===== src/sv/tcsm_pkg.sv =====
// Package with the types, codes and constants of the TCP connection state machine.
package tcsm_pkg;

  // Connection phases.
  typedef enum logic [3:0] {
    PH_CLOSED    = 4'd0,
    PH_LISTEN    = 4'd1,
    PH_SYNSENT   = 4'd2,
    PH_SYNRECV   = 4'd3,
    PH_EST       = 4'd4,
    PH_FINWAIT1  = 4'd5,
    PH_FINWAIT2  = 4'd6,
    PH_CLOSEWAIT = 4'd7,
    PH_TIMEWAIT  = 4'd8,
    PH_LASTACK   = 4'd9
  } phase_t;

  // Kind of segment to send.
  typedef enum logic [2:0] {
    KIND_NONE   = 3'd0,
    KIND_SYN    = 3'd1,
    KIND_ACK    = 3'd2,
    KIND_FIN    = 3'd3,
    KIND_FINACK = 3'd4,
    KIND_RST    = 3'd5,
    KIND_DATA   = 3'd6
  } kind_t;

  typedef enum logic [1:0] {
    ST_ACCEPTED = 2'd0,
    ST_DROPPED  = 2'd1,
    ST_NOT_CONN = 2'd2
  } status_t;

  // Event codes; the remaining codes are ignored.
  localparam logic [2:0] FUNC_SEGMENT = 3'd0;
  localparam logic [2:0] FUNC_OPEN    = 3'd1;
  localparam logic [2:0] FUNC_SEND    = 3'd2;
  localparam logic [2:0] FUNC_CLOSE   = 3'd3;
  localparam logic [2:0] FUNC_LISTEN  = 3'd4;

  // Flag byte bits.
  localparam logic [7:0] FLAG_FIN = 8'h01;
  localparam logic [7:0] FLAG_SYN = 8'h02;
  localparam logic [7:0] FLAG_RST = 8'h04;
  localparam logic [7:0] FLAG_PSH = 8'h08;
  localparam logic [7:0] FLAG_ACK = 8'h10;
  localparam logic [7:0] FLAG_ECE = 8'h40;

  // Flags each phase tolerates on a received segment.
  localparam logic [7:0] SYNSENT_FLAGS = FLAG_ACK | FLAG_SYN | FLAG_ECE;
  localparam logic [7:0] EST_FLAGS     = FLAG_ACK | FLAG_PSH | FLAG_FIN | FLAG_ECE;
  localparam logic [7:0] FINWAIT_FLAGS = FLAG_ACK | FLAG_FIN;

  localparam logic [3:0] MIN_HEADER_WORDS = 4'd5;

  typedef struct packed {
    logic [2:0]  func;
    logic [7:0]  seg_flags;
    logic [31:0] seg_seq;
    logic [31:0] seg_ack;
    logic [3:0]  header_words;
    logic [15:0] segment_length;
    logic [31:0] initial_seq;
    logic [15:0] send_length;
  } item_t;

  typedef struct packed {
    phase_t      phase;
    logic [31:0] local_seq;
    logic [31:0] remote_seq;
    logic [31:0] last_acked;
  } conn_t;

  typedef struct packed {
    status_t     status;
    kind_t       send_kind;
    logic [31:0] send_seq;
    logic [31:0] send_ack;
    logic [15:0] send_payload_len;
    logic [15:0] rx_payload_len;
    logic [5:0]  rx_payload_offset;
    logic        wake;
    phase_t      conn_state;
  } result_t;

endpackage


===== src/sv/tcsm_evt_if.sv =====
// Interface of the event channel.
interface tcsm_evt_if;
  logic        valid;
  logic        ready;
  logic [2:0]  func;
  logic [7:0]  seg_flags;
  logic [31:0] seg_seq;
  logic [31:0] seg_ack;
  logic [3:0]  header_words;
  logic [15:0] segment_length;
  logic [31:0] initial_seq;
  logic [15:0] send_length;

  modport source (
    output valid, func, seg_flags, seg_seq, seg_ack, header_words,
           segment_length, initial_seq, send_length,
    input  ready
  );
  modport sink (
    input  valid, func, seg_flags, seg_seq, seg_ack, header_words,
           segment_length, initial_seq, send_length,
    output ready
  );
endinterface


===== src/sv/tcsm_res_if.sv =====
// Interface of the result channel.
interface tcsm_res_if;
  logic        valid;
  logic        ready;
  logic [1:0]  status;
  logic [2:0]  send_kind;
  logic [31:0] send_seq;
  logic [31:0] send_ack;
  logic [15:0] send_payload_len;
  logic [15:0] rx_payload_len;
  logic [5:0]  rx_payload_offset;
  logic        wake;
  logic [3:0]  conn_state;

  modport source (
    output valid, status, send_kind, send_seq, send_ack, send_payload_len,
           rx_payload_len, rx_payload_offset, wake, conn_state,
    input  ready
  );
  modport sink (
    input  valid, status, send_kind, send_seq, send_ack, send_payload_len,
           rx_payload_len, rx_payload_offset, wake, conn_state,
    output ready
  );
endinterface


===== src/sv/tcsm_step.sv =====
// Combinational step logic: one event against the connection state.
module tcsm_step (
  input  tcsm_pkg::item_t   item,
  input  tcsm_pkg::conn_t   conn,
  output tcsm_pkg::conn_t   conn_next,
  output tcsm_pkg::result_t result
);
  import tcsm_pkg::*;

  logic [5:0]  hdr_bytes;
  logic        hdr_ok;
  logic        seg_live;
  logic        f_fin, f_syn, f_rst, f_psh, f_ack;
  logic [15:0] data_len;
  logic        has_data;
  logic [31:0] seq_plus1;
  logic [31:0] remote_plus_data;
  logic        synsent_bad, est_bad, finwait_bad;
  logic        est_ok;

  assign hdr_bytes = {item.header_words, 2'b00};
  assign hdr_ok    = (item.header_words >= MIN_HEADER_WORDS) &&
                     (item.segment_length >= {10'd0, hdr_bytes});
  assign seg_live  = (item.func == FUNC_SEGMENT) && hdr_ok &&
                     (conn.phase != PH_CLOSED) && (conn.phase != PH_LISTEN);

  assign f_fin = |(item.seg_flags & FLAG_FIN);
  assign f_syn = |(item.seg_flags & FLAG_SYN);
  assign f_rst = |(item.seg_flags & FLAG_RST);
  assign f_psh = |(item.seg_flags & FLAG_PSH);
  assign f_ack = |(item.seg_flags & FLAG_ACK);

  assign data_len         = item.segment_length - {10'd0, hdr_bytes};
  assign has_data         = (data_len != 16'd0);
  assign seq_plus1        = item.seg_seq + 32'd1;
  assign remote_plus_data = conn.remote_seq + {16'd0, data_len};

  assign synsent_bad = |(item.seg_flags & ~SYNSENT_FLAGS);
  assign est_bad     = |(item.seg_flags & ~EST_FLAGS);
  assign finwait_bad = |(item.seg_flags & ~FINWAIT_FLAGS);

  // In-order segment that does not acknowledge beyond what was sent.
  assign est_ok = !est_bad && (item.seg_seq == conn.remote_seq) &&
                  !(f_ack && (item.seg_ack > conn.local_seq));

  // Next connection state.
  always_comb begin
    conn_next = conn;
    case (item.func)
      FUNC_SEGMENT: begin
        if (seg_live) begin
          if (f_rst) begin
            conn_next.phase = PH_CLOSED;
          end else begin
            case (conn.phase)
              PH_SYNSENT: begin
                if (!synsent_bad && f_ack && f_syn) begin
                  conn_next.remote_seq = item.seg_seq;
                  conn_next.last_acked = item.seg_ack;
                  if (item.seg_ack == conn.local_seq) begin
                    conn_next.phase      = PH_EST;
                    conn_next.remote_seq = seq_plus1;
                  end
                end
              end
              PH_SYNRECV: begin
                if (f_ack) begin
                  conn_next.remote_seq = item.seg_seq;
                  conn_next.phase      = PH_EST;
                end
              end
              PH_EST: begin
                if (est_ok) begin
                  if (f_ack) conn_next.last_acked = item.seg_ack;
                  if (has_data) conn_next.remote_seq = remote_plus_data;
                  if (f_fin) conn_next.phase = PH_CLOSEWAIT;
                end
              end
              PH_FINWAIT1: begin
                if (!finwait_bad) begin
                  if (f_fin && f_ack) begin
                    conn_next.remote_seq = seq_plus1;
                    conn_next.phase      = PH_TIMEWAIT;
                  end else if (f_ack) begin
                    conn_next.remote_seq = item.seg_seq;
                    conn_next.phase      = PH_FINWAIT2;
                  end else if (f_fin) begin
                    conn_next.remote_seq = seq_plus1;
                    conn_next.phase      = PH_LASTACK;
                  end
                end
              end
              PH_FINWAIT2: begin
                if (!finwait_bad && f_fin) begin
                  conn_next.remote_seq = seq_plus1;
                  conn_next.phase      = PH_TIMEWAIT;
                end
              end
              PH_CLOSEWAIT, PH_TIMEWAIT, PH_LASTACK: begin
                conn_next.phase = PH_CLOSED;
              end
              default: begin
              end
            endcase
          end
        end
      end
      FUNC_OPEN: begin
        if (conn.phase inside {PH_CLOSED, PH_LISTEN}) begin
          conn_next.phase     = PH_SYNSENT;
          conn_next.local_seq = item.initial_seq + 32'd1;
        end
      end
      FUNC_SEND: begin
        if (conn.phase == PH_EST)
          conn_next.local_seq = conn.local_seq + {16'd0, item.send_length};
      end
      FUNC_CLOSE: begin
        case (conn.phase)
          PH_LISTEN, PH_SYNSENT, PH_SYNRECV: conn_next.phase = PH_CLOSED;
          PH_EST:                            conn_next.phase = PH_FINWAIT1;
          PH_CLOSEWAIT:                      conn_next.phase = PH_LASTACK;
          default: begin
          end
        endcase
      end
      FUNC_LISTEN: begin
        if (conn.phase inside {PH_CLOSED, PH_LISTEN}) conn_next.phase = PH_LISTEN;
      end
      default: begin
      end
    endcase
  end

  // Result fields.
  always_comb begin
    result                   = '0;
    result.status            = ST_DROPPED;
    result.send_kind         = KIND_NONE;
    case (item.func)
      FUNC_SEGMENT: begin
        if (seg_live) begin
          if (f_rst) begin
            result.status = ST_ACCEPTED;
          end else begin
            case (conn.phase)
              PH_SYNSENT: begin
                if (!synsent_bad && f_ack && f_syn &&
                    (item.seg_ack == conn.local_seq)) begin
                  result.status    = ST_ACCEPTED;
                  result.send_kind = KIND_ACK;
                  result.send_seq  = conn.local_seq;
                  result.send_ack  = seq_plus1;
                  result.wake      = 1'b1;
                end
              end
              PH_SYNRECV: begin
                if (f_ack) begin
                  result.status = ST_ACCEPTED;
                  result.wake   = 1'b1;
                end
              end
              PH_EST: begin
                if (est_ok) begin
                  result.status = ST_ACCEPTED;
                  if (has_data) begin
                    result.send_kind         = KIND_ACK;
                    result.send_seq          = conn.local_seq;
                    result.send_ack          = remote_plus_data;
                    result.rx_payload_len    = data_len;
                    result.rx_payload_offset = hdr_bytes;
                  end
                  result.wake = has_data || f_psh;
                end
              end
              PH_FINWAIT1: begin
                if (!finwait_bad && (f_fin || f_ack)) begin
                  result.status = ST_ACCEPTED;
                  if (f_fin) begin
                    result.send_kind = f_ack ? KIND_ACK : KIND_FINACK;
                    result.send_seq  = conn.local_seq;
                    result.send_ack  = seq_plus1;
                  end
                end
              end
              PH_FINWAIT2: begin
                if (!finwait_bad && f_fin) begin
                  result.status    = ST_ACCEPTED;
                  result.send_kind = KIND_ACK;
                  result.send_seq  = conn.local_seq;
                  result.send_ack  = seq_plus1;
                end
              end
              PH_CLOSEWAIT, PH_TIMEWAIT: begin
                result.status    = ST_ACCEPTED;
                result.send_kind = KIND_RST;
                result.send_seq  = conn.local_seq;
              end
              PH_LASTACK: begin
                result.status = ST_ACCEPTED;
                if (!f_ack) begin
                  result.send_kind = KIND_RST;
                  result.send_seq  = conn.local_seq;
                end
              end
              default: begin
              end
            endcase
          end
        end
      end
      FUNC_OPEN: begin
        if (conn.phase inside {PH_CLOSED, PH_LISTEN}) begin
          result.status    = ST_ACCEPTED;
          result.send_kind = KIND_SYN;
          result.send_seq  = item.initial_seq;
        end
      end
      FUNC_SEND: begin
        if (conn.phase == PH_EST) begin
          result.status           = ST_ACCEPTED;
          result.send_kind        = KIND_DATA;
          result.send_seq         = conn.local_seq;
          result.send_ack         = conn.remote_seq;
          result.send_payload_len = item.send_length;
        end else begin
          result.status = ST_NOT_CONN;
        end
      end
      FUNC_CLOSE: begin
        case (conn.phase)
          PH_LISTEN: result.status = ST_ACCEPTED;
          PH_SYNSENT, PH_SYNRECV: begin
            result.status    = ST_ACCEPTED;
            result.send_kind = KIND_RST;
            result.send_seq  = conn.local_seq;
          end
          PH_EST: begin
            result.status    = ST_ACCEPTED;
            result.send_kind = KIND_FINACK;
            result.send_seq  = conn.local_seq;
            result.send_ack  = conn.remote_seq;
          end
          PH_CLOSEWAIT: begin
            result.status    = ST_ACCEPTED;
            result.send_kind = KIND_FIN;
            result.send_seq  = conn.local_seq;
          end
          default: begin
          end
        endcase
      end
      FUNC_LISTEN: begin
        if (conn.phase inside {PH_CLOSED, PH_LISTEN}) result.status = ST_ACCEPTED;
      end
      default: begin
      end
    endcase
    result.conn_state = conn_next.phase;
  end

endmodule


===== src/sv/tcp_connection_state_machine.sv =====
// Top level of the TCP connection state machine with its input and result registers.
//
// The block tracks one TCP connection. Events arrive on the evt channel: a received
// segment header, an open with an initial sequence number, a send of some bytes, a
// close or a listen. For every event exactly one result transaction leaves on the res
// channel: a status, the segment to send with its sequence and acknowledgement
// numbers, the accepted payload length and offset, a wake flag and the phase after
// the event. Both channels move a transaction on a clock edge with valid and ready high.
//
// An accepted event sits in the input register; the step logic evaluates it against
// the connection registers, which update at the same edge that loads the result
// register. One event is taken every cycle while the receiver does not stall, since
// the state loop is a single register stage.
//
// When the receiver stalls, the result register holds its transaction, the pending
// event waits in the input register, and evt.ready falls only once both are full.
// A synchronous reset empties both registers and returns the connection to closed
// with the local, remote and last acknowledged numbers at zero. No event is taken
// while reset is asserted.
module tcp_connection_state_machine (
  input logic        clk,
  input logic        rst,
  tcsm_evt_if.sink   evt,
  tcsm_res_if.source res
);
  import tcsm_pkg::*;

  item_t   item_q;
  logic    item_valid;
  logic    item_valid_next;
  conn_t   conn;
  conn_t   conn_next;
  result_t step_result;
  result_t res_q;
  logic    res_valid;
  logic    res_valid_next;
  logic    advance;
  logic    evt_take;

  // The pending event advances whenever the result register is free or draining.
  assign advance         = item_valid && (!res_valid || res.ready);
  assign evt.ready       = !rst && (!item_valid || advance);
  assign evt_take        = evt.valid && evt.ready;
  assign item_valid_next = evt_take || (item_valid && !advance);
  assign res_valid_next  = advance || (res_valid && !res.ready);

  tcsm_step u_step (
    .item      (item_q),
    .conn      (conn),
    .conn_next (conn_next),
    .result    (step_result)
  );

  always_ff @(posedge clk) begin
    if (rst) begin
      item_valid <= 1'b0;
      res_valid  <= 1'b0;
      conn       <= '{phase: PH_CLOSED, local_seq: 32'd0, remote_seq: 32'd0,
                      last_acked: 32'd0};
    end else begin
      item_valid <= item_valid_next;
      res_valid  <= res_valid_next;
      if (advance) conn <= conn_next;
    end
  end

  // Payload registers carry no reset.
  always_ff @(posedge clk) begin
    if (evt_take) begin
      item_q.func           <= evt.func;
      item_q.seg_flags      <= evt.seg_flags;
      item_q.seg_seq        <= evt.seg_seq;
      item_q.seg_ack        <= evt.seg_ack;
      item_q.header_words   <= evt.header_words;
      item_q.segment_length <= evt.segment_length;
      item_q.initial_seq    <= evt.initial_seq;
      item_q.send_length    <= evt.send_length;
    end
    if (advance) res_q <= step_result;
  end

  assign res.valid             = res_valid;
  assign res.status            = res_q.status;
  assign res.send_kind         = res_q.send_kind;
  assign res.send_seq          = res_q.send_seq;
  assign res.send_ack          = res_q.send_ack;
  assign res.send_payload_len  = res_q.send_payload_len;
  assign res.rx_payload_len    = res_q.rx_payload_len;
  assign res.rx_payload_offset = res_q.rx_payload_offset;
  assign res.wake              = res_q.wake;
  assign res.conn_state        = res_q.conn_state;

  // Reset leaves no result pending.
  a_reset_empty: assert property (@(posedge clk) rst |=> !res.valid)
    else $error("result valid right after reset");

  // A stalled result freezes the connection registers.
  a_stall_holds_state: assert property (@(posedge clk) disable iff (rst)
    (res.valid && !res.ready) |=> $stable(conn))
    else $error("connection state changed while result stalled");

  // With no event pending, the shown phase is the current phase.
  a_phase_matches: assert property (@(posedge clk) disable iff (rst)
    (res.valid && !item_valid) |-> (res.conn_state == conn.phase))
    else $error("result phase differs from connection phase");

  // A send refused for lack of a connection emits nothing.
  a_not_conn_silent: assert property (@(posedge clk) disable iff (rst)
    (res.valid && (res.status == ST_NOT_CONN)) |-> (res.send_kind == KIND_NONE))
    else $error("segment emitted on a refused send");

endmodule

===== src/flat_wrapper.sv =====
// flat-port wrapper written by rule: the top's interface ports become plain ports
module tcp_connection_state_machine_flat import tcsm_pkg::*;
  (clk, rst, evt_valid, evt_func, evt_seg_flags, evt_seg_seq, evt_seg_ack, evt_header_words, evt_segment_length, evt_initial_seq, evt_send_length, evt_ready, res_valid, res_status, res_send_kind, res_send_seq, res_send_ack, res_send_payload_len, res_rx_payload_len, res_rx_payload_offset, res_wake, res_conn_state, res_ready);
  tcsm_evt_if evt_i ();
  tcsm_res_if res_i ();
  input logic clk;
  input logic rst;
  input wire logic [$bits(evt_i.valid)-1:0] evt_valid;
  input wire logic [$bits(evt_i.func)-1:0] evt_func;
  input wire logic [$bits(evt_i.seg_flags)-1:0] evt_seg_flags;
  input wire logic [$bits(evt_i.seg_seq)-1:0] evt_seg_seq;
  input wire logic [$bits(evt_i.seg_ack)-1:0] evt_seg_ack;
  input wire logic [$bits(evt_i.header_words)-1:0] evt_header_words;
  input wire logic [$bits(evt_i.segment_length)-1:0] evt_segment_length;
  input wire logic [$bits(evt_i.initial_seq)-1:0] evt_initial_seq;
  input wire logic [$bits(evt_i.send_length)-1:0] evt_send_length;
  output wire logic [$bits(evt_i.ready)-1:0] evt_ready;
  output wire logic [$bits(res_i.valid)-1:0] res_valid;
  output wire logic [$bits(res_i.status)-1:0] res_status;
  output wire logic [$bits(res_i.send_kind)-1:0] res_send_kind;
  output wire logic [$bits(res_i.send_seq)-1:0] res_send_seq;
  output wire logic [$bits(res_i.send_ack)-1:0] res_send_ack;
  output wire logic [$bits(res_i.send_payload_len)-1:0] res_send_payload_len;
  output wire logic [$bits(res_i.rx_payload_len)-1:0] res_rx_payload_len;
  output wire logic [$bits(res_i.rx_payload_offset)-1:0] res_rx_payload_offset;
  output wire logic [$bits(res_i.wake)-1:0] res_wake;
  output wire logic [$bits(res_i.conn_state)-1:0] res_conn_state;
  input wire logic [$bits(res_i.ready)-1:0] res_ready;
  assign evt_i.valid = evt_valid;
  assign evt_i.func = evt_func;
  assign evt_i.seg_flags = evt_seg_flags;
  assign evt_i.seg_seq = evt_seg_seq;
  assign evt_i.seg_ack = evt_seg_ack;
  assign evt_i.header_words = evt_header_words;
  assign evt_i.segment_length = evt_segment_length;
  assign evt_i.initial_seq = evt_initial_seq;
  assign evt_i.send_length = evt_send_length;
  assign evt_ready = evt_i.ready;
  assign res_valid = res_i.valid;
  assign res_status = res_i.status;
  assign res_send_kind = res_i.send_kind;
  assign res_send_seq = res_i.send_seq;
  assign res_send_ack = res_i.send_ack;
  assign res_send_payload_len = res_i.send_payload_len;
  assign res_rx_payload_len = res_i.rx_payload_len;
  assign res_rx_payload_offset = res_i.rx_payload_offset;
  assign res_wake = res_i.wake;
  assign res_conn_state = res_i.conn_state;
  assign res_i.ready = res_ready;
  tcp_connection_state_machine u_core (.clk(clk), .rst(rst), .evt(evt_i), .res(res_i));
endmodule

===== config.mk =====
export PLATFORM = sky130hd
export DESIGN_NAME = tcp_connection_state_machine_flat
export DESIGN_NICKNAME = d
export VERILOG_FILES = /design/src/sv/tcsm_pkg.sv /design/src/sv/tcsm_evt_if.sv /design/src/sv/tcsm_res_if.sv /design/src/sv/tcsm_step.sv /design/src/sv/tcp_connection_state_machine.sv /design/src/flat_wrapper.sv
export SDC_FILE = /design/constraint.sdc
export NUM_CORES = 1
export LEC_CHECK = 0
export ABC_AREA = 1
export BUFFER_PORTS_ARGS = -buffer_cell sky130_fd_sc_hd__buf_2
export CORE_ASPECT_RATIO = 0.6
export CORE_MARGIN = 2
export CORE_UTILIZATION = 47
export DETAILED_ROUTE_END_ITERATION = 8
export PLACE_DENSITY = 0.7
export SYNTH_ARGS = -nofsm -noshare
export SYNTH_HDL_FRONTEND = slang
export SYNTH_SLANG_ARGS = --single-unit

===== constraint.sdc =====
create_clock -name clk -period 7.7 [get_ports clk]
set_input_delay 0.385 -clock clk [delete_from_list [all_inputs] [get_ports clk]]
set_output_delay 0.385 -clock clk [all_outputs]
set_load 0.01 [all_outputs]

==> results of run 1 <==
[per-stage QoR]
step	worst slack [ns]	util, %	hold slack (ns)	area (um2)	total power [W]
global route	2.95	55.8	0.00687	22800	0.00431
finish	3.27	55.8	0.0113	22800	0.00420
CTS	3.40	55.8	0.000358	22800	0.00419
detailed placement	3.38	52.4	0.465	21400	0.00247
floorplan	0.257	-	0.451	19700	0.00228
global placement	3.47	52.4	0.460	21400	0.00247
[cell usage after synthesis, types with 2 or more instances]
master	n	area (um2)
nand2_1	561	2110
inv_1	323	1210
edfxtp_1	253	7600
nor2_1	243	912
a21oi_1	165	826
o21ai_0	165	826
nand3_1	160	801
ha_1	71	888
dfxtp_1	70	1400
o22ai_1	68	425
nor3_1	63	315
xor2_1	50	438
clkbuf_1	40	150
nand4_1	40	250
buf_2	29	145
o211ai_1	20	150
a31oi_1	19	119
or2_2	17	106
nor4_1	15	93.8
xnor2_1	12	105
o2111ai_1	9	78.8
a21o_1	8	60.1
o221ai_1	7	61.3
buf_4	6	45.0
inv_2	6	22.5
nor2_2	6	37.5
nor3_2	6	60.1
a221oi_1	4	35.0
and2_1	4	25.0
buf_1	4	15.0
nor3b_1	4	30.0
o21ai_1	4	20.0
a211oi_1	3	22.5
fa_1	3	60.1
nand2_2	3	18.8
o21a_1	3	22.5
o21bai_1	3	22.5
a21boi_0	2	15.0
mux2i_1	2	20.0
nand3b_1	2	15.0
[area by class of cell]
class	count	area, um2	share of cell area (%)
diodes	3	7.51	0.0329
inverters	331	1250	5.47
multi-input cells	1751	9070	39.8
clock inverters	14	194	0.851
flip-flops and latches	323	9000	39.5
repair buffers	295	1640	7.20
well taps	560	701	3.07
clock buffers	48	935	4.10
[what timing repair did]
action                    4_1_cts  5_1_grt
hold endpoints to repair       24        0
resized for setup               0        0
hold buffers                   24        0
[final timing paths]
kind / start / endpoint / cells after the start
max: u_core.item_q[50] / u_core.res.send_seq[31] / 15
max reg2reg: u_core.item_q[50] / u_core.res.send_seq[31] / 15
min: evt_initial_seq[19] / u_core.item_q[35] / 1
min reg2reg: u_core.item_valid / u_core.res.valid / 2
[metal layers]
| metal | GRT usage (%) | routed length [um] |
|---|---|---|
| met5 | 0 | 33 |
| met4 | 6.45 | 1520 |
| met3 | 15.2 | 13600 |
| met2 | 43.2 | 28000 |
| met1 | 57.9 | 36100 |
[worst max-delay path: cells and delay by family, from the launching register on]
family	cells	cell delay, ns
simple gates	10	2.76
fa+ha+maj	2	0.61
flops	1	0.36
xor+xnor	1	0.26
buf+inv	2	0.15
[state kept, by name, indices dropped and copies added, names as in the netlist, 2 cells and up]
name and count:
u_core.item_q 143, u_core.res.rx_payload_len 16, u_core.res.send_seq 32, u_core.res.send_ack 32, u_core.conn 68, u_core.res.rx_payload_offset 4, u_core.res.send_kind 3, u_core.res.status 2
u_core.res.conn_state 4, u_core.res.send_payload_len 16
[kinds of logic (layout without fill, tap and decap cells)]
family | count (synthesis) | in the layout | share of synthesized area, %
other | 1 | 5 | 0.0191
buffers and inverters | 412 | 688 | 8.23
xor gates and xnor gates | 62 | 62 | 2.76
and+or+nand+nor | 1127 | 1127 | 24.4
AOI/OAI and AO/OA | 484 | 484 | 13.8
DFF | 323 | 323 | 45.8
muxes | 2 | 2 | 0.102
adders and majority gates | 74 | 74 | 4.83
[power breakdown]
part / internal (W) / switching [W]
clock: 0.000989 / 0.000743
combinational: 0.000143 / 0.000308
sequential: 0.00195 / 0.0000630
==> results.json, run 1 <==
{
  "synth_edf_count": 253,
  "start_util_pct": 48.1,
  "placedCellCount": 3236,
  "max_stage_delay_ns": 0.94,
  "arrival_ns": 4.72,
  "grt.total_usage_pct": 36.0,
  "p_per_area_nw_per_um2": 184,
  "worst_pin_slew_ns": 1.23,
  "critPathSlowestCell": "nand3_2",
  "gp_congestion": 1.02,
  "synth_flop_cell": "edfxtp_1",
  "endpoint_kind": "flip-flop",
  "yosys_warnings": 0,
  "cp.required_ns": 7.99,
  "critPathMaxFanout": 32,
  "r2r_slack_ns": 3.27,
  "crit_type": "reg -> reg",
  "start_kind": "flip-flop",
  "ys_seq_area_share_pct": 45.8,
  "yosys_register_bits": 323,
  "post_cts_buffers": 0,
  "finClkSkew_ns": 0.0246,
  "io_buffers": 258,
  "cts_max_path_buffers": 3,
  "wl_um": 79300,
  "drive_gt1_share_pct": 13.3,
  "final_cells": 3325,
  "setup_tns_ns": 0,
  "min_period_ns": 4.43,
  "period_share_pct": 57.5,
  "drcViolationCount": 0,
  "grt_pass1_vias": 17400,
  "syn2layout_area_growth_pct": 16.0,
  "boundaryPins": 261,
  "cts_buffers": 34,
  "layout.nets": 2957,
  "antenna_found_initial": 9,
  "leakage_nw": 9.57,
  "vias": 19800,
  "die_height_um": 162,
  "synth_cell_types": 52,
  "rsz0062_at_grt": "no",
  "cts_tree": "yes",
  "wire_per_inst_um": 23.9,
  "fmax_mhz": 226,
  "synthesis.area_um2": 19600,
  "syn_inst": 2485,
  "path_common_cell": "nand3_1",
  "syn_avg_cell_area_um2": 7.91,
  "cts_max_level": 2,
  "die_area_um2": 43500,
  "crit_chain": "inv_1 -> ha_1 -> inv_1 -> fa_1 -> nand3_1 -> nand3_1 -> nor2_1 -> xor2_1 -> nand3_1 -> nor2_1 -> nand3_2 -> nand3_1 -> nand3_2 -> nand3_1 -> nand3_1",
  "drtIter0Drc": 3300,
  "clkTransAtPathRegs_ns": 0.07,
  "cts-root-buf": "clkbuf_16",
  "viasPerCell": 5.95,
  "drv_slew": 0,
  "ir_worst_vdd_v": 0.000209,
  "postRouteAntennaNets": 0,
  "dr.pass1.iters": 6,
  "grt_pass1_wl_um": 115000,
  "cap_violations": 0,
  "finalSetupViolations": 0,
  "grt_max_degree": 144,
  "min_path_type": "in -> reg",
  "placement_rows": 57,
  "core-area_um2": 40900,
  "mostFrequentLayoutCell": "nand2_1",
  "status": "completed",
  "die_w_um": 268,
  "clock_latency_ns": 0.55,
  "synthArstFlopShare_pct": 0,
  "cts.sinks": 323,
  "hpwlAfterDp_um": 59900,
  "final_hold_viol_count": 0,
  "slew_headroom_pct": 18.1,
  "grt_overflow": 0,
  "fillers": 3839,
  "final_cell_mix": "561 x nand2_1, 322 x inv_1, 258 x buf_2"
}
Note: power is estimated with default switching activity, not from simulation.
==> run 2: changes to the inputs <==
- PLACE_DENSITY: 0.7 -> 0.67
- clock period: 7.7 -> 4.2 ns (I/O delays scaled with it)
==> results.json, run 2 (synthesized netlist as in run 1, its figures left out) <==
{
  "die_w_um": 268,
  "antenna_cells": 0,
  "cts_max_path_buffers": 3,
  "top_register": "u_core.item_q",
  "cp.required_ns": 4.57,
  "die_height_um": 162,
  "period_share_pct": 95.7,
  "grt_max_degree": 144,
  "ir_worst_vdd_v": 0.000373,
  "syn2layout_area_growth_pct": 23.9,
  "cts.sinks": 323,
  "postRouteAntennaNets": 0,
  "wl_um": 82300,
  "rsz0062_at_grt": "yes",
  "dr.pass1.iters": 8,
  "start_util_pct": 48.1,
  "drv_slew": 0,
  "max_stage_delay_ns": 0.42,
  "critical_path_buf_inv_count": 3,
  "gp_congestion": 1.05,
  "endpoint_kind": "flip-flop",
  "reg.largest.list": "u_core.item_q x143, u_core.conn x68",
  "placedCellCount": 3276,
  "boundaryPins": 261,
  "wire_per_inst_um": 23.6,
  "grt_overflow": 0,
  "fillers": 3661,
  "hpwlAfterDp_um": 61800,
  "final_hold_viol_count": 0,
  "vias": 20500,
  "grt_pass1_wl_um": 119000,
  "placement_rows": 57,
  "worst_pin_slew_ns": 1.16,
  "cap_violations": 0,
  "design_area_um2": 24300,
  "finClkSkew_ns": 0.0347,
  "grt.total_usage_pct": 37.2,
  "io_buffers": 258,
  "final_cells": 3480,
  "viasPerCell": 5.88,
  "min_period_ns": 4.02,
  "drcViolationCount": 0,
  "largest_reg_flops": 143,
  "path_common_cell": "nand2_1",
  "mostFrequentLayoutCell": "nand2_1",
  "final_cell_mix": "560 x nand2_1, 321 x inv_1, 258 x buf_2",
  "dpl_cell_area_um2": 21800,
  "finalSetupViolations": 0,
  "post_cts_buffers": 0,
  "critPathMaxFanout": 6,
  "slew_headroom_pct": 22.3,
  "cts_buffers": 31,
  "clkTransAtPathRegs_ns": 0.08,
  "crit_chain": "inv_1 -> ha_1 -> inv_1 -> fa_1 -> nand3_2 -> nand2_1 -> xor2_1 -> inv_1 -> ha_1 -> nand2_1 -> nor2_1 -> nor2_1 -> nand2_1 -> a21oi_1 -> xor2_1 -> nor2_1 -> nand3_1 -> o21ai_0 -> nand2_1 -> nand2_1",
  "drtIter0Drc": 3134,
  "fmax_mhz": 249,
  "core-area_um2": 40900,
  "antenna_found_initial": 0,
  "cts-root-buf": "clkbuf_16",
  "critPathSlowestCell": "fa_1",
  "power_w": 0.00767,
  "die_area_um2": 43500,
  "cts_max_level": 1,
  "crit_family": "simple AND/OR/NAND/NOR gates",
  "arrival_ns": 4.39,
  "start_kind": "flip-flop",
  "clock_latency_ns": 0.63,
  "grt_pass1_vias": 18400,
  "leakage_nw": 10.3,
  "crit_type": "reg -> reg",
  "p_per_area_nw_per_um2": 315,
  "drive_gt1_share_pct": 14.5,
  "status": "completed",
  "min_path_type": "in -> reg",
  "final_util_pct": 59.5,
  "cts_tree": "yes",
  "layout.nets": 3116
}
## run 2: changes by cell type in the layout (fill, tap and decap cells not counted), sizes merged
cell,previous run,this run
buf,271,311
clkbuf,48,43
clkinvlp,2,1
diode,3,0
dlygate4sd3,24,146
inv,330,332
## run 2: metal layers
metal	track usage, %	up-vias	routed length, um
met2	45.4	1485	29400
met3	16.3	133	13900
met4	7.92	0	1950
met5	0	-	0
met1	58.5	9598	37000
li1	-	9259	-
## run 2: worst register-to-register path: cells and delay by family (launching register included)
kind	cells	cell delay [ns]
adder cells (fa/ha/maj)	3	0.98
AO/OA/AOI/OAI	2	0.33
XOR/XNOR	2	0.64
AND/OR/NAND/NOR	10	1.22
buffers and inverters	3	0.23
flip-flops	1	0.37
## run 2: layout make-up
class,count,area [um2],area share (%)
multi-input cells,1751,9110,37.4
flip-flops and latches,323,9000,37.0
repair buffers,457,3230,13.3
inverters,331,1250,5.13
clock buffers,43,861,3.54
well taps,560,701,2.88
clock inverters,15,189,0.776
## run 2: worst paths after layout
kind	from	to	slack [ns]	cells after the start
min reg2reg	u_core.item_valid	u_core.res.valid	0.49	2
min	rst	u_core.conn[32]	0.07	2
max reg2reg	u_core.item_q[50]	u_core.res.send_ack[9]	0.18	20
max	u_core.item_q[50]	u_core.res.send_ack[9]	0.18	20
## run 2: report_power, final
part / switching, W / internal, W / total, W
logic: 0.000616 / 0.000353 / 0.000969
registers: 0.000104 / 0.00358 / 0.00368
clock network: 0.00134 / 0.00168 / 0.00302
## run 2: repair_timing
action | in CTS | in global routing
hold buffers | 146 | 0
hold endpoints to repair | 145 | 0
gates resized for setup | 0 | 19
setup endpoints to repair | 0 | 20
## run 2: stage by stage
step | setup TNS (ns) | worst slack (ns) | hold slack [ns]
global route | -0.0456 | -0.0167 | 0.0538
floorplan | 0 | 0.112 | 0.309
detailed placement | 0 | 0.177 | 0.388
finish | 0 | 0.182 | 0.0682
CTS | 0 | 0.140 | 0.0264
global placement | 0 | 0.248 | 0.386
